**config.mk**
```make
export PLATFORM = sky130hd
export DESIGN_NAME = rlmts_prep
export DESIGN_NICKNAME = d
export VERILOG_FILES = /design/src/rtl/core/rlmts_pkg.sv /design/src/rtl/core/rlmts_prep.sv
export SDC_FILE = /design/constraint.sdc
export NUM_CORES = 2
export LEC_CHECK = 0
export ABC_AREA = 1
export BUFFER_PORTS_ARGS = -buffer_cell sky130_fd_sc_hd__clkbuf_2
export CORE_ASPECT_RATIO = 2
export CORE_MARGIN = 1.5
export CORE_UTILIZATION = 35
export DETAILED_ROUTE_END_ITERATION = 10
export PLACE_DENSITY = 0.55
export SLEW_MARGIN = 20
export SYNTH_ARGS = -nofsm -noshare
export SYNTH_HDL_FRONTEND = slang
export SYNTH_SLANG_ARGS = --single-unit
```
**constraint.sdc**
```tcl
create_clock -name clk -period 30.2 [get_ports clk]
set_clock_uncertainty 0.05 [all_clocks]
set_input_delay 1.51 -clock clk [delete_from_list [all_inputs] [get_ports clk]]
set_output_delay 1.51 -clock clk [all_outputs]
set_load 0.02 [all_outputs]
```
**src/rtl/core/rlmts_pkg.sv**
```systemverilog
// Shared types, widths and helpers for the run-length mean-threshold segmenter.
package rlmts_pkg;

  localparam int LEN_W  = 31;               // run length and positions
  localparam int MAG_W  = 24;               // unsigned Q8.16 magnitude
  localparam int POS_W  = 31;
  localparam int CUR_W  = 32;               // cursor and open length
  localparam int PROD_W = MAG_W + LEN_W;    // magnitude times run length
  localparam int SUM_W  = 64;               // saturating weighted sum
  localparam int THR_W  = MAG_W + CUR_W;    // threshold times open length
  localparam int CFG_W  = 31;               // widest config register
  localparam int CFG_IDX_W = 2;

  localparam logic [CFG_IDX_W-1:0] CFG_MIN_MAGNITUDE = 2'd0;
  localparam logic [CFG_IDX_W-1:0] CFG_MIN_LENGTH    = 2'd1;
  localparam logic [CFG_IDX_W-1:0] CFG_MAX_LENGTH    = 2'd2;

  localparam logic [MAG_W-1:0] MIN_MAGNITUDE_RST = 24'd65536;
  localparam logic [LEN_W-1:0] MIN_LENGTH_RST    = '0;
  localparam logic [LEN_W-1:0] MAX_LENGTH_RST    = '1;

  localparam int QDEPTH = 4;
  localparam int QPTR_W = $clog2(QDEPTH);

  typedef struct packed {
    logic [LEN_W-1:0] run_length;
    logic [MAG_W-1:0] magnitude;
    logic [POS_W-1:0] region_start;
    logic             first_of_region;
    logic             last_of_region;
  } in_item_t;

  typedef struct packed {
    logic [POS_W-1:0] seg_start;
    logic [POS_W-1:0] seg_end;
    logic             last_of_burst;
  } out_item_t;

  // Registered run with its products precomputed.
  typedef struct packed {
    in_item_t          item;
    logic [PROD_W-1:0] contrib;   // magnitude * run_length
    logic [PROD_W-1:0] thr_run;   // min_magnitude * run_length
    logic              mag_ge;    // magnitude >= min_magnitude
  } run_t;

  // Up to two results of one run, packed toward item0.
  typedef struct packed {
    logic      valid0;
    logic      valid1;
    out_item_t item0;
    out_item_t item1;
  } res_pair_t;

  typedef struct packed {
    logic [MAG_W-1:0] min_magnitude;
    logic [LEN_W-1:0] min_length;
    logic [LEN_W-1:0] max_length;
  } cfg_t;

  // Segment length accepted when (len - 1) lies in [lo, hi].
  function automatic logic len_ok(input logic [CUR_W-1:0] len,
                                  input logic [LEN_W-1:0] lo,
                                  input logic [LEN_W-1:0] hi);
    logic [CUR_W-1:0] lm1;
    lm1 = len - CUR_W'(1);
    return (len != '0) && (lm1 >= {1'b0, lo}) && (lm1 <= {1'b0, hi});
  endfunction

endpackage

```
**src/rtl/core/rlmts_prep.sv**
```systemverilog
// Input register stage: accept a run and register its two products.
module rlmts_prep (
  input  logic              clk,
  input  logic              rst_n,
  input  logic              in_valid,
  output logic              in_stall,
  input  rlmts_pkg::in_item_t in_data,
  input  logic [23:0]       min_magnitude,
  input  logic              room,
  output logic              fire,
  output rlmts_pkg::run_t   run
);
  import rlmts_pkg::*;

  logic  run_valid_r, run_valid_nxt;
  run_t  run_r, run_nxt;
  logic  accept;

  assign fire     = run_valid_r && room;
  assign in_stall = run_valid_r && !room;
  assign accept   = in_valid && !in_stall;

  always_comb begin
    run_nxt.item    = in_data;
    run_nxt.contrib = PROD_W'(in_data.magnitude) * PROD_W'(in_data.run_length);
    run_nxt.thr_run = PROD_W'(min_magnitude) * PROD_W'(in_data.run_length);
    run_nxt.mag_ge  = in_data.magnitude >= min_magnitude;
    run_valid_nxt   = accept ? 1'b1 : (fire ? 1'b0 : run_valid_r);
  end

  always_ff @(posedge clk) begin
    if (!rst_n) begin
      run_valid_r <= 1'b0;
    end else begin
      run_valid_r <= run_valid_nxt;
    end
  end

  always_ff @(posedge clk) begin
    if (accept) begin
      run_r <= run_nxt;
    end
  end

  assign run = run_r;

endmodule

```
==> results.md <==
- Max FO, Critical Path: 35
- P&R area growth vs syn: 7.26%
- CP arrival: 8.83 ns
- Final hold vios: 0
- Iteration count of the initial detailed-routing pass: 6
- Yosys warnings: 0
- Global placer's final weighted congestion: 1.01
- Detail Placement HPWL: 160,000 µm
- Seq/Total Area, Yosys: 0.102
- Setup TNS: 0 ns
- HP Start: run_valid_r
- Synth top area share: 0.432
- RSZ-0062 raised after global routing: no
- Synth unique cells: 41
- Vias per cell: 4.80
- Die Area: 171,000 µm²
- Dominant cells by area after synthesis: fa_1, inv_1, nand2_1
- Finished Core Util: 0.379
- Layout cells sized above 1: 0.0661
- Reg2reg start: run_valid_r
- Worst setup path class: in -> reg
- Clock latency on the worst-skew pair: 0.55 ns
- Antenna violations before repair: 6
- Req. time, crit path: 30.45 ns
- Final #Nets: 9,428
- Core Footprint: 167,000 µm²
- Hold Path Class: reg -> reg
- Port buffer count: 316
- Drt wl/cell: 20.9 µm
- Status: finished, final reports clean
- Post-CTS setup buffers: 0
- Gr usage total: 0.246
- Largest net degree at the start of global routing: 110
- #FFs+latches synth: 200
- FF-to-FF End: run[80]
- Max_slew headroom: 0.203
- Number of hold buffers added after CTS: 0
- Crit start category: input port
- Die height: 583 µm
- Top Ports: 317
- Flop-to-flop setup slack: 27.09 ns
- Slew Viols, Final: 0
- Final Cycle Share: 0.284
- FMAX: 117 MHz
- Yosys top cell by area: fa_1
- # DRC: 0
- Period minus WS final: 8.58 ns
- Hold EP: run_valid_r
- Vias in the first global route: 52,800
- Cells on worst reg2reg path: 5
- Worst slew pin tran: 1.20 ns
- CTS root buffer: clkbuf_16
- Post-Synthesis Net Count: 9,325
- Cts bufs inserted: 25
- Cts repair resizes: 0
- GRT overflow: 0
- Post-Syn Area per Cell: 7.80 µm²
- Post-Syn Area: 58,900 µm²
- Die outline width: 293 µm
- Critical Path Sink Type: register
- Post-Syn Instances: 7,551
- TritonCTS clock tree: done
- Hold Path Depth: 2
- Final setup violation count: 0
- Std-Cell Rows: 212
- Clock transition at path regs: 0.06 ns
- CTS H-Tree Depth: 4
- Iteration-0 DRC Markers: 2,319
- Antenna Nets Post-Route: 0
- Longest Clk Path Bufs: 3
- Max cap viols: 0
- Initial Utilization: 0.353
- DR vias: 47,100
- Global-route wire length before repair: 310,000 µm
- Fillers: 17,500
- Sinks on Clock Net: 200
- Drt total wl: 205,000 µm
synth_stat cells (all sizes together):
library cell and n:
and2 14, nand3b 16, fa 1272, a21o 1, edfxtp 199, a211oi 1
or2 3, nand4 24, dfxtp 1, o21bai 12, a21boi 6, and3 2
inv 2553, nor3 31, o31a 1, o31ai 1, clkbuf 233, o21a 2
nand3 101, xnor2 8, xor2 62, buf 66, o21ai 11, nand2 2284
nor4 3, ha 386, nor2 176, a21oi 80, clkinv 2
state kept, by name, summed over array words and instances, names as in the netlist:
name / cells
run_valid_r: 1
run: 199
kinds of logic after synthesis:
family	share of synthesized area
AOI/OAI and AO/OA	0.0108
xor gates and xnor gates	0.0104
adders and majority gates	0.514
buffers and inverters	0.182
DFF	0.102
and+or+nand+nor	0.181
through the flow:
step / std cells / setup WS [ns] / hold slack (ns) / area (µm²)
finish: 9802 / 21.62 / 0.472 / 63200
global route: 9800 / 21.44 / 0.496 / 63200
CTS: 9799 / 21.70 / 0.485 / 63200
detailed placement: 9767 / 21.08 / 0.478 / 62500
global placement: 9767 / 21.03 / 0.439 / 62500
floorplan: 7551 / 19.42 / 0.420 / 58900
layer usage:
layer,vias up,track usage,wire (µm)
met5,-,0,23
met4,4,0.191,19100
met3,734,0.0261,8770
met2,1671,0.482,114000
met1,23700,0.227,63100
li1,21000,-,-
layout by cell type (no fill, tap or decap), drive strengths merged, types with 31 or more instances in the layout:
cell    instances
inv          2553
nand2        2284
fa           1272
ha            386
clkbuf        343
edfxtp        199
nor2          176
nand3         101
a21oi          80
xor2           62
buf            60
nor3           31
layout make-up:
| cell class | count | area, µm² | share of cell area |
|---|---|---|---|
| clock buffer | 28 | 637 | 0.0101 |
| tap | 2140 | 2680 | 0.0424 |
| clock inverter | 4 | 26.3 | 0.000416 |
| antenna | 3 | 7.51 | 0.000119 |
| sequential | 200 | 6000 | 0.0949 |
| timing repair buffer | 375 | 2040 | 0.0323 |
| inverter | 2555 | 9590 | 0.152 |
| multi-input combinational | 4497 | 42200 | 0.668 |
critical path, stage by stage:
cell      delay, ns
clkbuf_2       0.38
buf_4          0.55
nand2_1        0.13
inv_1          0.12
fa_1           0.44
fa_1           0.57
inv_1          0.07
fa_1           0.53
inv_1          0.06
fa_1           0.49
fa_1           0.53
fa_1           0.52
inv_1          0.06
fa_1           0.48
inv_1          0.04
ha_1           0.37
nand2_1        0.14
inv_1          0.09
nand2_1        0.15
nor3_2         0.56
nand3b_1       0.18
nand3b_1       0.41
nand2_1        0.14
nand3_1        0.10
nand2_1        0.07
how the worst max path moves through the flow:
| stage | startpoint | end | slack [ns] | cells after the start |
|---|---|---|---|---|
| after floorplan | room | run[0] | 19.42 | 4 |
| after global placement | in_data[63] | run[79] | 21.03 | 21 |
| after detailed placement | in_data[63] | run[79] | 21.08 | 21 |
| after CTS | in_data[63] | run[79] | 21.70 | 21 |
| after global routing | in_data[74] | run[80] | 21.44 | 23 |
| final | in_data[74] | run[41] | 21.62 | 25 |
Power is not shown: default switching activity piles up to over one toggle a cycle in this logic, so the estimate is an artifact.
