`config.mk`:
```
export PLATFORM = sky130hd
export DESIGN_NAME = rlmts_outq
export DESIGN_NICKNAME = d
export VERILOG_FILES = /design/src/rtl/core/rlmts_pkg.sv /design/src/rtl/core/rlmts_outq.sv
export SDC_FILE = /design/constraint.sdc
export NUM_CORES = 1
export LEC_CHECK = 0
export ABC_AREA = 0
export BUFFER_PORTS_ARGS = -buffer_cell sky130_fd_sc_hd__buf_4
export CORE_UTILIZATION = 62
export CTS_BUF_LIST = sky130_fd_sc_hd__clkbuf_4 sky130_fd_sc_hd__clkbuf_8 sky130_fd_sc_hd__clkbuf_16
export DETAILED_ROUTE_END_ITERATION = 8
export GPL_ROUTABILITY_DRIVEN = 0
export GPL_TIMING_DRIVEN = 0
export PLACE_DENSITY = 0.86
export SLEW_MARGIN = 20
export SYNTH_ARGS = -nofsm -noshare
export SYNTH_HDL_FRONTEND = slang
export SYNTH_SLANG_ARGS = --single-unit
```
`constraint.sdc`:
```
create_clock -name clk -period 12.8 [get_ports clk]
set_clock_uncertainty 0.05 [all_clocks]
set_input_delay 2.56 -clock clk [delete_from_list [all_inputs] [get_ports clk]]
set_output_delay 2.56 -clock clk [all_outputs]
set_load 0.02 [all_outputs]
```
`src/rtl/core/rlmts_pkg.sv`:
```
// Shared types, widths and helpers for the run-length mean-threshold segmenter.
package rlmts_pkg;

  localparam int LEN_W  = 31;               // run length and positions
  localparam int MAG_W  = 24;               // unsigned Q8.16 magnitude
  localparam int POS_W  = 31;
  localparam int CUR_W  = 32;               // cursor and open length
  localparam int PROD_W = MAG_W + LEN_W;    // magnitude times run length
  localparam int SUM_W  = 64;               // saturating weighted sum
  localparam int THR_W  = MAG_W + CUR_W;    // threshold times open length
  localparam int CFG_W  = 31;               // widest config register
  localparam int CFG_IDX_W = 2;

  localparam logic [CFG_IDX_W-1:0] CFG_MIN_MAGNITUDE = 2'd0;
  localparam logic [CFG_IDX_W-1:0] CFG_MIN_LENGTH    = 2'd1;
  localparam logic [CFG_IDX_W-1:0] CFG_MAX_LENGTH    = 2'd2;

  localparam logic [MAG_W-1:0] MIN_MAGNITUDE_RST = 24'd65536;
  localparam logic [LEN_W-1:0] MIN_LENGTH_RST    = '0;
  localparam logic [LEN_W-1:0] MAX_LENGTH_RST    = '1;

  localparam int QDEPTH = 4;
  localparam int QPTR_W = $clog2(QDEPTH);

  typedef struct packed {
    logic [LEN_W-1:0] run_length;
    logic [MAG_W-1:0] magnitude;
    logic [POS_W-1:0] region_start;
    logic             first_of_region;
    logic             last_of_region;
  } in_item_t;

  typedef struct packed {
    logic [POS_W-1:0] seg_start;
    logic [POS_W-1:0] seg_end;
    logic             last_of_burst;
  } out_item_t;

  // Registered run with its products precomputed.
  typedef struct packed {
    in_item_t          item;
    logic [PROD_W-1:0] contrib;   // magnitude * run_length
    logic [PROD_W-1:0] thr_run;   // min_magnitude * run_length
    logic              mag_ge;    // magnitude >= min_magnitude
  } run_t;

  // Up to two results of one run, packed toward item0.
  typedef struct packed {
    logic      valid0;
    logic      valid1;
    out_item_t item0;
    out_item_t item1;
  } res_pair_t;

  typedef struct packed {
    logic [MAG_W-1:0] min_magnitude;
    logic [LEN_W-1:0] min_length;
    logic [LEN_W-1:0] max_length;
  } cfg_t;

  // Segment length accepted when (len - 1) lies in [lo, hi].
  function automatic logic len_ok(input logic [CUR_W-1:0] len,
                                  input logic [LEN_W-1:0] lo,
                                  input logic [LEN_W-1:0] hi);
    logic [CUR_W-1:0] lm1;
    lm1 = len - CUR_W'(1);
    return (len != '0) && (lm1 >= {1'b0, lo}) && (lm1 <= {1'b0, hi});
  endfunction

endpackage

```
`src/rtl/core/rlmts_outq.sv`:
```
// Result queue: up to two results in a cycle, one beat out unless stalled.
module rlmts_outq (
  input  logic                 clk,
  input  logic                 rst_n,
  input  rlmts_pkg::res_pair_t res,
  output logic                 room,
  output logic                 out_valid,
  input  logic                 out_stall,
  output rlmts_pkg::out_item_t out_data
);
  import rlmts_pkg::*;

  out_item_t          mem_r [QDEPTH];
  logic [QPTR_W-1:0]  wr_ptr_r, wr_ptr_nxt, rd_ptr_r, rd_ptr_nxt, wr_ptr_p1;
  logic [QPTR_W:0]    count_r, count_nxt;
  logic [1:0]         push_n;
  logic               pop;

  assign out_valid = count_r != '0;
  assign out_data  = mem_r[rd_ptr_r];
  assign room      = count_r <= (QPTR_W+1)'(QDEPTH - 2);
  assign pop       = out_valid && !out_stall;
  assign push_n    = {1'b0, res.valid0} + {1'b0, res.valid1};
  assign wr_ptr_p1 = wr_ptr_r + QPTR_W'(1);

  always_comb begin
    wr_ptr_nxt = wr_ptr_r + QPTR_W'(push_n);
    rd_ptr_nxt = rd_ptr_r + QPTR_W'(pop);
    count_nxt  = count_r + (QPTR_W+1)'(push_n) - (QPTR_W+1)'(pop);
  end

  always_ff @(posedge clk) begin
    if (!rst_n) begin
      wr_ptr_r <= '0;
      rd_ptr_r <= '0;
      count_r  <= '0;
    end else begin
      wr_ptr_r <= wr_ptr_nxt;
      rd_ptr_r <= rd_ptr_nxt;
      count_r  <= count_nxt;
    end
  end

  always_ff @(posedge clk) begin
    if (res.valid0) begin
      mem_r[wr_ptr_r] <= res.item0;
    end
    if (res.valid1) begin
      mem_r[wr_ptr_p1] <= res.item1;
    end
  end

endmodule

```
==> results.py <==
metrics = {
    "finish": {
        "n_fill_cell": 1094,
        "design_area_sq_um": 16000,
        "multi_input_comb_area_sq_um": 4800,
        "antenna_cells_inserted": 0,
        "seq_area_sq_um": 7710,
        "final-instance-count-excl-fill": 1182,
        "final_core_utilization_pct": 78.5,
        "drive_above_1_share_pct": 64.8,
        "layout.cells.most_common_list": "252 x sky130_fd_sc_hd__edfxtp_1, 204 x sky130_fd_sc_hd__buf_4, 172 x sky130_fd_sc_hd__mux2_2",
        "final_common_cell": "sky130_fd_sc_hd__edfxtp_1",
        "final_net_count": 1029,
        "post_synthesis_to_final_layout_area_growth_pct": 23.7,
    },
    "place": {
        "placement.cell_area_sq_um": 15100,
        "io_buffers": 195,
        "post-dp-hpwl_mm": 19.1,
        "post-place-cells": 1132,
    },
    "clock_network": {
        "hold_buffers": 0,
        "tritoncts.num_buffers": 27,
        "tritoncts": "yes",
        "clock_path_buffers": 3,
        "cts_root_buf": "sky130_fd_sc_hd__clkbuf_16",
        "htree_levels": 1,
        "clk_slew_on_worst_s_h_paths_ps": 60,
        "clock_latency_ps": 530,
        "cts.sink_count": 259,
        "post_cts_buffers": 0,
        "cts_repair_resize_count": 0,
    },
    "floorplan": {
        "core.rowCount": 52,
        "pin_count": 196,
        "die_width_microns": 146,
        "floorplan.initialDensity_pct": 63.5,
        "die_height_microns": 146,
        "coreArea_sq_um": 20400,
        "floorplan.die_area_sq_um": 21400,
    },
    "synth": {
        "synthCells": 653,
        "seq_area_frac_synth_pct": 59.6,
        "synth.cell_area_sq_um": 12900,
        "syn-mean-instance-area_sq_um": 19.8,
        "number_of_warnings_reported_in_the_yosys_synthesis_log": 0,
        "netlist_top_cells_area": "sky130_fd_sc_hd__edfxtp_1 59%, sky130_fd_sc_hd__mux2_2 15%, sky130_fd_sc_hd__mux4_2 11%",
        "netlist.top_cell.by_area": "sky130_fd_sc_hd__edfxtp_1",
        "synth-seq-cells": 259,
        "synth_top_area_share_pct": 58.5,
        "number_of_different_library_cells_in_the_post_synthesis_netlist": 28,
        "mappedNetlistNets": 791,
    },
    "timing": {
        "rsz0062_at_grt": "no",
        "final_min_period_over_clock_period_pct": 38.4,
        "final_hold_viol_count": 0,
        "timing.max_slew.rel_slack_pct": 53.1,
        "final-max-slew-violation-count": 0,
        "timing.fmax_mhz": 203,
        "final_setup_violation_count": 0,
        "min_tclk_post_route_ps": 4920,
        "tightest_slew_ps": 704,
        "post_route_setup_tns_ps": 0,
        "hold_worst_slack_ps": 549,
    },
    "pwr": {
        "peakVddDrop_mv": 0.135,
        "power_switching_uw": 790,
        "combinational_share_of_power_pct": 32.1,
        "powerDensity_nw_per_um2": 174,
        "pwr-share-clk_pct": 28.4,
        "power.sequential.fraction_pct": 39.5,
        "p_int_uw": 2000,
        "total_leakage_power_uw": 0.00605,
        "p_sw_share_pct": 28.3,
    },
    "critical_path": {
        "startpoint_kind_of_the_worst_setup_timing_path": "flop",
        "cp_data_arrival_time_ps": 2310,
        "cp_max_fo": 10,
        "critPathMaxStageDelay_ps": 580,
        "critical_path.slowest_cell": "sky130_fd_sc_hd__buf_1",
        "worstPathCellList": "buf_2, buf_1, mux4_2, buf_4",
        "worst-setup-path-type": "reg -> out",
        "worstSetupStartpoint": "rd_ptr_r[1]$_SDFF_PN0_",
        "ff2ff_setup_slack_ps": 10320,
        "rr_startpoint": "count_r[2]$_SDFF_PN0_",
        "critical_path_cell_count": 4,
        "cp_top_family": "buffers and inverters",
        "cp-end-kind": "primary output",
        "reg2reg_to": "count_r[2]$_SDFF_PN0_",
        "rr_worst_depth": 8,
        "critPathRequiredTime_ps": 10190,
        "destination_of_the_critical_timing_path": "out_data[15]",
        "critical_path_buffers_and_inverters": 3,
    },
    "grt": {
        "grt_pass1_wl_mm": 44.9,
        "grt_max_degree": 22,
        "first_global_vias": 7975,
        "global_route.usage.met2_pct": 47.9,
        "grt.overflow.total": 0,
        "top_usage_layer": "met2",
        "globalRouteMet1Util_pct": 36.6,
        "globalRouteTotalUtil_pct": 27.6,
        "global_route.usage.met3_pct": 4.38,
        "antenna_violations_before_repair": 0,
    },
    "drt": {
        "detailedRoute.firstPassIterationCount": 4,
        "routed_wirelength_mm": 28.8,
        "wl_per_cell_microns": 24.4,
        "num_vias": 7166,
        "detail_route.iter0.violations": 405,
        "via_per_inst": 6.06,
        "drc": 0,
        "postRouteAntennaNets": 0,
    },
    "min_path": {
        "hold_path_class": "reg -> reg",
    },
    "flow_run": {
        "max_cap_viol_count": 0,
    },
    "status": {
        "status": "finished clean",
    },
}
final cells by class:
cell class / instances / area share (%)
tap: 270 / 2.11
clock buffer: 41 / 5.08
buffer: 42 / 2.68
clock inverter: 9 / 0.587
multi-input combinational: 345 / 30.0
timing repair buffer: 209 / 11.2
inverter: 7 / 0.164
sequential: 259 / 48.2
worst min-delay path, cell delays in order (launching register included):
cell                      delay (ps)
sky130_fd_sc_hd__dfxtp_1         330
sky130_fd_sc_hd__ha_1            130
sky130_fd_sc_hd__and2_1          110
synth_stat cells:
master	n
sky130_fd_sc_hd__dfxtp_1	7
sky130_fd_sc_hd__inv_1	7
sky130_fd_sc_hd__and2_1	5
sky130_fd_sc_hd__buf_1	6
sky130_fd_sc_hd__mux2_1	21
sky130_fd_sc_hd__ha_1	6
sky130_fd_sc_hd__a21oi_1	1
sky130_fd_sc_hd__buf_8	1
sky130_fd_sc_hd__mux2_4	59
sky130_fd_sc_hd__nand2b_1	1
sky130_fd_sc_hd__edfxtp_1	252
sky130_fd_sc_hd__buf_2	2
sky130_fd_sc_hd__buf_6	19
sky130_fd_sc_hd__or3_1	1
sky130_fd_sc_hd__o21ai_0	2
sky130_fd_sc_hd__nand3_4	1
sky130_fd_sc_hd__nor2_1	2
sky130_fd_sc_hd__nor3b_2	1
sky130_fd_sc_hd__nand3b_1	2
sky130_fd_sc_hd__xnor3_1	2
sky130_fd_sc_hd__mux2_2	172
sky130_fd_sc_hd__mux4_2	63
sky130_fd_sc_hd__xor2_1	1
sky130_fd_sc_hd__nor2b_1	3
sky130_fd_sc_hd__buf_4	9
sky130_fd_sc_hd__mux2i_1	1
sky130_fd_sc_hd__fa_1	1
sky130_fd_sc_hd__buf_12	5
power by group through the flow:
| stage | Sequential, uW | Clock (uW) | Combinational [uW] |
|---|---|---|---|
| after floorplan | 1120 | 0 | 560 |
| after global placement | 1140 | 0 | 837 |
| after detailed placement | 1120 | 0 | 900 |
| after CTS | 1100 | 797 | 906 |
| after global routing | 1110 | 834 | 944 |
| final | 1100 | 792 | 897 |
cell families after synthesis:
family                     count (synthesis)  share of synthesized area, %
DFF                                      259                          59.6
xor gates and xnor gates                   3                         0.416
muxes                                    316                          34.7
AOI/OAI and AO/OA                          3                         0.116
adders and majority gates                  7                         0.735
and+or+nand+nor                           16                         0.890
buffers and inverters                     49                          3.52
through the flow:
stage	total power, uW	worst slack [ps]
CTS	2810	7850
global placement	1980	1070
finish	2790	7880
floorplan	1680	5120
detailed placement	2020	8210
global route	2890	7790
routing by layer:
layer	vias up	routed length (microns)
met2	275	14900
li1	3157	-
met4	0	508
met3	39	2040
met1	3695	11300
met5	-	0
worst min-delay path by stage:
| stage | start | to | slack, ps | cells after the start |
|---|---|---|---|---|
| 6_report | rd_ptr_r[0]$_SDFF_PN0_ | rd_ptr_r[0]$_SDFF_PN0_ | 550 | 2 |
| 5_1_grt | rd_ptr_r[0]$_SDFF_PN0_ | rd_ptr_r[0]$_SDFF_PN0_ | 570 | 2 |
| 4_1_cts | rd_ptr_r[0]$_SDFF_PN0_ | rd_ptr_r[0]$_SDFF_PN0_ | 540 | 2 |
| 3_5_place_dp | rd_ptr_r[0]$_SDFF_PN0_ | rd_ptr_r[0]$_SDFF_PN0_ | 530 | 2 |
| 3_3_place_gp | rd_ptr_r[0]$_SDFF_PN0_ | rd_ptr_r[0]$_SDFF_PN0_ | 510 | 2 |
| 2_1_floorplan | rd_ptr_r[0]$_SDFF_PN0_ | rd_ptr_r[0]$_SDFF_PN0_ | 500 | 2 |
registers in the layout (all words and copies together), names as in the netlist:
register / flops
rd_ptr_r: 2
wr_ptr_r: 2
mem_r: 252
count_r: 3
(Power assumes the default switching activity.)
