===== src/rtl/core/rlmts_pkg.sv =====
// Shared types, widths and helpers for the run-length mean-threshold segmenter.
package rlmts_pkg;

  localparam int LEN_W  = 31;               // run length and positions
  localparam int MAG_W  = 24;               // unsigned Q8.16 magnitude
  localparam int POS_W  = 31;
  localparam int CUR_W  = 32;               // cursor and open length
  localparam int PROD_W = MAG_W + LEN_W;    // magnitude times run length
  localparam int SUM_W  = 64;               // saturating weighted sum
  localparam int THR_W  = MAG_W + CUR_W;    // threshold times open length
  localparam int CFG_W  = 31;               // widest config register
  localparam int CFG_IDX_W = 2;

  localparam logic [CFG_IDX_W-1:0] CFG_MIN_MAGNITUDE = 2'd0;
  localparam logic [CFG_IDX_W-1:0] CFG_MIN_LENGTH    = 2'd1;
  localparam logic [CFG_IDX_W-1:0] CFG_MAX_LENGTH    = 2'd2;

  localparam logic [MAG_W-1:0] MIN_MAGNITUDE_RST = 24'd65536;
  localparam logic [LEN_W-1:0] MIN_LENGTH_RST    = '0;
  localparam logic [LEN_W-1:0] MAX_LENGTH_RST    = '1;

  localparam int QDEPTH = 4;
  localparam int QPTR_W = $clog2(QDEPTH);

  typedef struct packed {
    logic [LEN_W-1:0] run_length;
    logic [MAG_W-1:0] magnitude;
    logic [POS_W-1:0] region_start;
    logic             first_of_region;
    logic             last_of_region;
  } in_item_t;

  typedef struct packed {
    logic [POS_W-1:0] seg_start;
    logic [POS_W-1:0] seg_end;
    logic             last_of_burst;
  } out_item_t;

  // Registered run with its products precomputed.
  typedef struct packed {
    in_item_t          item;
    logic [PROD_W-1:0] contrib;   // magnitude * run_length
    logic [PROD_W-1:0] thr_run;   // min_magnitude * run_length
    logic              mag_ge;    // magnitude >= min_magnitude
  } run_t;

  // Up to two results of one run, packed toward item0.
  typedef struct packed {
    logic      valid0;
    logic      valid1;
    out_item_t item0;
    out_item_t item1;
  } res_pair_t;

  typedef struct packed {
    logic [MAG_W-1:0] min_magnitude;
    logic [LEN_W-1:0] min_length;
    logic [LEN_W-1:0] max_length;
  } cfg_t;

  // Segment length accepted when (len - 1) lies in [lo, hi].
  function automatic logic len_ok(input logic [CUR_W-1:0] len,
                                  input logic [LEN_W-1:0] lo,
                                  input logic [LEN_W-1:0] hi);
    logic [CUR_W-1:0] lm1;
    lm1 = len - CUR_W'(1);
    return (len != '0) && (lm1 >= {1'b0, lo}) && (lm1 <= {1'b0, hi});
  endfunction

endpackage


===== src/rtl/core/rlmts_core.sv =====
// Segment state and the per-run extend, open and close decision.
module rlmts_core (
  input  logic                clk,
  input  logic                rst_n,
  input  logic                fire,
  input  rlmts_pkg::run_t     run,
  input  rlmts_pkg::cfg_t     cfg,
  output rlmts_pkg::res_pair_t res
);
  import rlmts_pkg::*;

  logic              in_seg_r,  in_seg_nxt;
  logic [CUR_W-1:0]  start_r,   start_nxt;
  logic [CUR_W-1:0]  cursor_r,  cursor_nxt;
  logic [SUM_W-1:0]  wsum_r,    wsum_nxt;
  logic [CUR_W-1:0]  olen_r,    olen_nxt;
  logic [THR_W-1:0]  thr_r,     thr_nxt;   // min_magnitude * olen_r

  logic              in_seg_e;
  logic [CUR_W-1:0]  start_e, cursor_e, olen_e;
  logic [SUM_W-1:0]  wsum_e;
  logic [THR_W-1:0]  thr_e, thr_sat, thr_ext, thr_f;
  logic [SUM_W:0]    sum_wide;
  logic [SUM_W-1:0]  new_sum, wsum_f;
  logic [THR_W:0]    thr_cmp;
  logic [CUR_W:0]    olen_wide;
  logic [CUR_W-1:0]  olen_ext, olen_f, start_f;
  logic              pass, extend, open, seg_f, close_b, keep_a, keep_b;
  out_item_t         res_a, res_b;

  always_comb begin
    // A new region drops any open segment and reloads the cursor.
    if (run.item.first_of_region) begin
      in_seg_e = 1'b0;
      start_e  = '0;
      cursor_e = {1'b0, run.item.region_start};
      wsum_e   = '0;
      olen_e   = '0;
      thr_e    = '0;
    end else begin
      in_seg_e = in_seg_r;
      start_e  = start_r;
      cursor_e = cursor_r;
      wsum_e   = wsum_r;
      olen_e   = olen_r;
      thr_e    = thr_r;
    end

    sum_wide  = {1'b0, wsum_e} + (SUM_W+1)'(run.contrib);
    new_sum   = sum_wide[SUM_W] ? '1 : sum_wide[SUM_W-1:0];
    thr_cmp   = {1'b0, thr_e} + (THR_W+1)'(run.thr_run);
    pass      = new_sum >= SUM_W'(thr_cmp);

    // Saturate the open length; the threshold product follows it.
    olen_wide = {1'b0, olen_e} + (CUR_W+1)'(run.item.run_length);
    thr_sat   = {cfg.min_magnitude, {CUR_W{1'b0}}} - THR_W'(cfg.min_magnitude);
    olen_ext  = olen_wide[CUR_W] ? '1 : olen_wide[CUR_W-1:0];
    thr_ext   = olen_wide[CUR_W] ? thr_sat : thr_cmp[THR_W-1:0];

    extend    = in_seg_e && pass;
    open      = !extend && run.mag_ge;
    seg_f     = extend || open;
    start_f   = extend ? start_e : cursor_e;
    olen_f    = extend ? olen_ext : (seg_f ? CUR_W'(run.item.run_length) : '0);
    wsum_f    = extend ? new_sum : (seg_f ? SUM_W'(run.contrib) : '0);
    thr_f     = extend ? thr_ext : (seg_f ? THR_W'(run.thr_run) : '0);
    cursor_nxt = cursor_e + CUR_W'(run.item.run_length);

    keep_a  = in_seg_e && !pass && len_ok(olen_e, cfg.min_length, cfg.max_length);
    close_b = run.item.last_of_region && seg_f;
    keep_b  = close_b && len_ok(olen_f, cfg.min_length, cfg.max_length);

    res_a.seg_start     = start_e[POS_W-1:0];
    res_a.seg_end       = cursor_e[POS_W-1:0];
    res_a.last_of_burst = !keep_b;
    res_b.seg_start     = start_f[POS_W-1:0];
    res_b.seg_end       = cursor_nxt[POS_W-1:0];
    res_b.last_of_burst = 1'b1;

    res.valid0 = fire && (keep_a || keep_b);
    res.valid1 = fire && keep_a && keep_b;
    res.item0  = keep_a ? res_a : res_b;
    res.item1  = res_b;

    if (fire) begin
      in_seg_nxt = seg_f && !close_b;
      start_nxt  = start_f;
      wsum_nxt   = close_b ? '0 : wsum_f;
      olen_nxt   = close_b ? '0 : olen_f;
      thr_nxt    = close_b ? '0 : thr_f;
    end else begin
      // Idle: rebuild the threshold product in case min_magnitude changed.
      in_seg_nxt = in_seg_r;
      start_nxt  = start_r;
      cursor_nxt = cursor_r;
      wsum_nxt   = wsum_r;
      olen_nxt   = olen_r;
      thr_nxt    = THR_W'(cfg.min_magnitude) * THR_W'(olen_r);
    end
  end

  always_ff @(posedge clk) begin
    if (!rst_n) begin
      in_seg_r <= 1'b0;
      start_r  <= '0;
      cursor_r <= '0;
      wsum_r   <= '0;
      olen_r   <= '0;
      thr_r    <= '0;
    end else begin
      in_seg_r <= in_seg_nxt;
      start_r  <= start_nxt;
      cursor_r <= cursor_nxt;
      wsum_r   <= wsum_nxt;
      olen_r   <= olen_nxt;
      thr_r    <= thr_nxt;
    end
  end

endmodule


===== config.mk =====
export PLATFORM = sky130hd
export DESIGN_NAME = rlmts_core
export DESIGN_NICKNAME = d
export VERILOG_FILES = /design/src/rtl/core/rlmts_pkg.sv /design/src/rtl/core/rlmts_core.sv
export SDC_FILE = /design/constraint.sdc
export NUM_CORES = 2
export LEC_CHECK = 0
export BUFFER_PORTS_ARGS = -buffer_cell sky130_fd_sc_hd__buf_2
export CELL_PAD_IN_SITES_DETAIL_PLACEMENT = 2
export CELL_PAD_IN_SITES_GLOBAL_PLACEMENT = 2
export CORE_UTILIZATION = 35
export DETAILED_ROUTE_END_ITERATION = 7
export GPL_TIMING_DRIVEN = 0
export PLACE_DENSITY = 0.9
export SYNTH_ARGS = -nofsm -noshare
export SYNTH_HDL_FRONTEND = slang
export SYNTH_SLANG_ARGS = --single-unit

===== constraint.sdc =====
create_clock -name clk -period 16.4 [get_ports clk]
set_clock_uncertainty 0.2 [all_clocks]
set_input_delay 1.64 -clock clk [delete_from_list [all_inputs] [get_ports clk]]
set_output_delay 1.64 -clock clk [all_outputs]
set_load 0.02 [all_outputs]

==> reports/metrics.csv <==
metric;value;unit
outcome;finished with violations;
failed_checks;DRC, capacitance limit, slew limit;
routed_length_per_instance;33.4;µm
globalRoute.busiestLayer;met2;
worst_path_most_repeated_cell;sky130_fd_sc_hd__o21a_1;
synthesis.area_per_instance;7.81;µm²
synth_largest_type_area_fraction;26.0;%
end_kind;output pin;
timing.final.hold_violations;0;
tightest_slew;1.62;ns
p_leak;26.7;nW
ys_dominant_reg_cell;sky130_fd_sc_hd__dfxtp_1;
critPathRequiredTime;14.56;ns
nFillCells;16826;
detailed_place.area;55200;µm²
dieWidth;384;µm
setup-tns-final;0;ns
firstDrtPassIters;8;
cts.sink_count;215;
tritoncts;done;
yosys_warnings;0;
routed-via-count;55265;
synth.net_count;8012;
io-pin-count;416;
finalMaxSlewViolations;31;
maximum_achievable_frequency;0.0611;GHz
fraction_of_final_layout_cells_sized_beyond_drive_strength_1;8.62;%
max_fo_critical_path;10;
power.density;63.5;nW/µm²
detailed_place_hpwl;242;mm
clkSlewWorstSetupHoldPaths;0.06;ns
timing.hold.worst.class;reg -> reg;
first_global_vias;61898;
layout_min_cycle_time;16.38;ns
portBuffers;374;
ys_async_sr_fraction;0;%
max-clock-path-buffers;3;
yosys_reg_bits;215;
drt_wl_total;297;mm
drt-initial-drc-count;5170;
synth_cell_type_count;100;
use_met3;11.5;%
synthCells;6525;
fp.dieArea;147000;µm²
max-cap-violations;4;
netlist_top_cells_area;sky130_fd_sc_hd__fa_1 26%, sky130_fd_sc_hd__ha_1 13%, sky130_fd_sc_hd__dfxtp_1 8.4%;
timing.critical_path.buf_inv;13;
slew-limit-headroom;-8.05;%
first_pass_grt_wire_length;424;mm
hold_ws;0.285;ns
die_y;384;µm
num-nets-final;8417;
detail-route-antenna-nets;0;
synth_sequential_area_ratio;8.44;%
drc;48;
ctsRootBufferMaster;sky130_fd_sc_hd__clkbuf_16;
fp.coreArea;144000;µm²
effective_utilization_at_floorplan;35.4;%
synth-edff-count;0;
final_area;56600;µm²
timing.critical_path.slowest_cell_delay;0.43;ns
setup.worst_path.start_class;input port;
cts_buffer_count;28;
grt_use_met1;43.9;%
area_growth;11.0;%
cpMaxStageDelayCell;sky130_fd_sc_hd__o21bai_1;
syn-cell-area;51000;µm²
worst_slack;0.0206;ns
grt.total_usage;39.5;%
largest_net_degree_at_the_start_of_global_routing;15;
cts-htree-levels;1;
critPathArrivalTime;14.54;ns
worst-setup-path-type;in -> out;
dr_vias_cell;6.22;
power.ir.vdd_worst;0.0570;mV
yosysTopAreaCell;sky130_fd_sc_hd__fa_1;
grt_overflow;0;
crit_family;compound AO/OA/AOI/OAI gates;
worst_skew_pair.late_latency;0.62;ns
setup_viol;0;
pre_cts_ws;-6.52;ns
grt_antenna_before_repair;65;
row_count;139;
met2_usage;62.1;%
period_utilization_post_route;99.9;%
gp_routability_congestion;0.983;
[final cells by class]
| class | count | area, µm² | share of cell area (%) |
|---|---|---|---|
| multi-input combinational | 5114 | 42300 | 74.8 |
| inverter | 811 | 3040 | 5.38 |
| clock buffer | 37 | 744 | 1.32 |
| tap | 1903 | 2380 | 4.21 |
| buffer | 377 | 1650 | 2.91 |
| antenna | 39 | 97.6 | 0.173 |
| timing repair buffer | 383 | 1940 | 3.43 |
| sequential | 215 | 4300 | 7.61 |
| clock inverter | 12 | 103 | 0.181 |
[path summary, 6_finish.rpt]
check                          start                 endpoint  slack (ns)  cells past startpoint
max                         run[112]                 res[127]        0.02                     57
min          wsum_r[29]$_SDFFE_PN0P_  wsum_r[29]$_SDFFE_PN0P_        0.29                      2
max reg2reg  olen_r[15]$_SDFFE_PN0P_     thr_r[55]$_SDFF_PN0_        5.06                     29
min reg2reg  wsum_r[29]$_SDFFE_PN0P_  wsum_r[29]$_SDFFE_PN0P_        0.29                      2
[cells by family (layout without fill, tap and decap cells)]
logic type      after synthesis  count (layout)  share of synthesized area [%]
flops                       215             215                           8.44
other cells                   1              40                        0.00736
xor+xnor                    271             271                           4.67
simple gates               2270            2270                           21.0
mux                         108             108                           2.17
buf+inv                    1196            1620                           8.99
fa+ha+maj                  1199            1199                           39.2
compound gates             1265            1265                           15.5
[what timing repair did]
item | CTS | global route
hold endpoints to repair | 0 | 0
buffers inserted | 3 | 6
endpoints found under the setup margin | 147 | 3
hold buffers | 0 | 0
pin swaps | 3 | 6
resized for setup | 91 | 41
[worst register-to-register path, delay by kind of cell (launching register included)]
family | cells | cell delay, ns
adders and majority gates | 8 | 4.12
buffers and inverters | 5 | 1.95
xor gates and xnor gates | 1 | 0.50
AOI/OAI and AO/OA | 12 | 3.57
and+or+nand+nor | 3 | 0.50
DFF | 1 | 0.32
[Yosys cell counts (all sizes together), types with 9 or more instances]
| master | n |
|---|---|
| o211ai | 20 |
| a22oi | 11 |
| a21o | 150 |
| a211oi | 54 |
| fa | 662 |
| nand2 | 956 |
| o21bai | 40 |
| buf | 74 |
| a2111oi | 11 |
| xnor2 | 156 |
| nand3 | 133 |
| o21ai | 280 |
| a31oi | 52 |
| a21oi | 421 |
| nand4 | 56 |
| o21a | 52 |
| o22ai | 29 |
| xor2 | 115 |
| ha | 537 |
| or3 | 30 |
| a31o | 10 |
| o31ai | 21 |
| or4 | 10 |
| nand2b | 45 |
| mux2i | 103 |
| inv | 809 |
| nor2b | 196 |
| dfxtp | 215 |
| nor4 | 18 |
| clkbuf | 311 |
| nor3 | 76 |
| a41oi | 9 |
| or2 | 33 |
| a2bb2oi | 14 |
| nor2 | 396 |
| and2 | 259 |
| and3 | 30 |
[layout by cell type (no fill, tap or decap), types with 52 or more instances in the layout]
cell	instances
sky130_fd_sc_hd__mux2i_1	101
sky130_fd_sc_hd__a21o_1	150
sky130_fd_sc_hd__o21ai_0	243
sky130_fd_sc_hd__nor2_1	394
sky130_fd_sc_hd__nand2_1	956
sky130_fd_sc_hd__dfxtp_1	215
sky130_fd_sc_hd__nor2b_1	196
sky130_fd_sc_hd__fa_1	662
sky130_fd_sc_hd__xnor2_1	155
sky130_fd_sc_hd__nand4_1	56
sky130_fd_sc_hd__a21oi_1	417
sky130_fd_sc_hd__nor3_1	70
sky130_fd_sc_hd__inv_1	809
sky130_fd_sc_hd__ha_1	537
sky130_fd_sc_hd__buf_2	398
sky130_fd_sc_hd__nand3_1	132
sky130_fd_sc_hd__o21a_1	52
sky130_fd_sc_hd__xor2_1	115
sky130_fd_sc_hd__clkbuf_1	287
sky130_fd_sc_hd__and2_1	259
[flip-flops by register name, indices dropped and copies added (netlist names)]
register  count
cursor_r     31
start_r      31
olen_r       32
in_seg_r      1
thr_r        56
wsum_r       64
[through the flow]
stage                     total power, W  instances  utilization (%)
after CTS                        0.00349       8854             39.1
final                            0.00359       8891             39.3
after detailed placement         0.00284       8802             38.3
after floorplan                  0.00192       6525                -
after global routing             0.00371       8870             39.3
after global placement           0.00262       8802             38.3
[report_power, final]
part / total (W) / internal (W) / switching, W
clock: 0.000631 / 0.000334 / 0.000297
sequential: 0.000600 / 0.000569 / 0.0000304
combinational: 0.00236 / 0.000777 / 0.00159
[layer usage]
layer | share of wire [%] | up-vias
met4 | 10 | 28
li1 | - | 22188
met1 | 35 | 27940
met2 | 44 | 3634
met3 | 10 | 1475
met5 | 0.063 | -
Power figures use the tool's default switching activity.
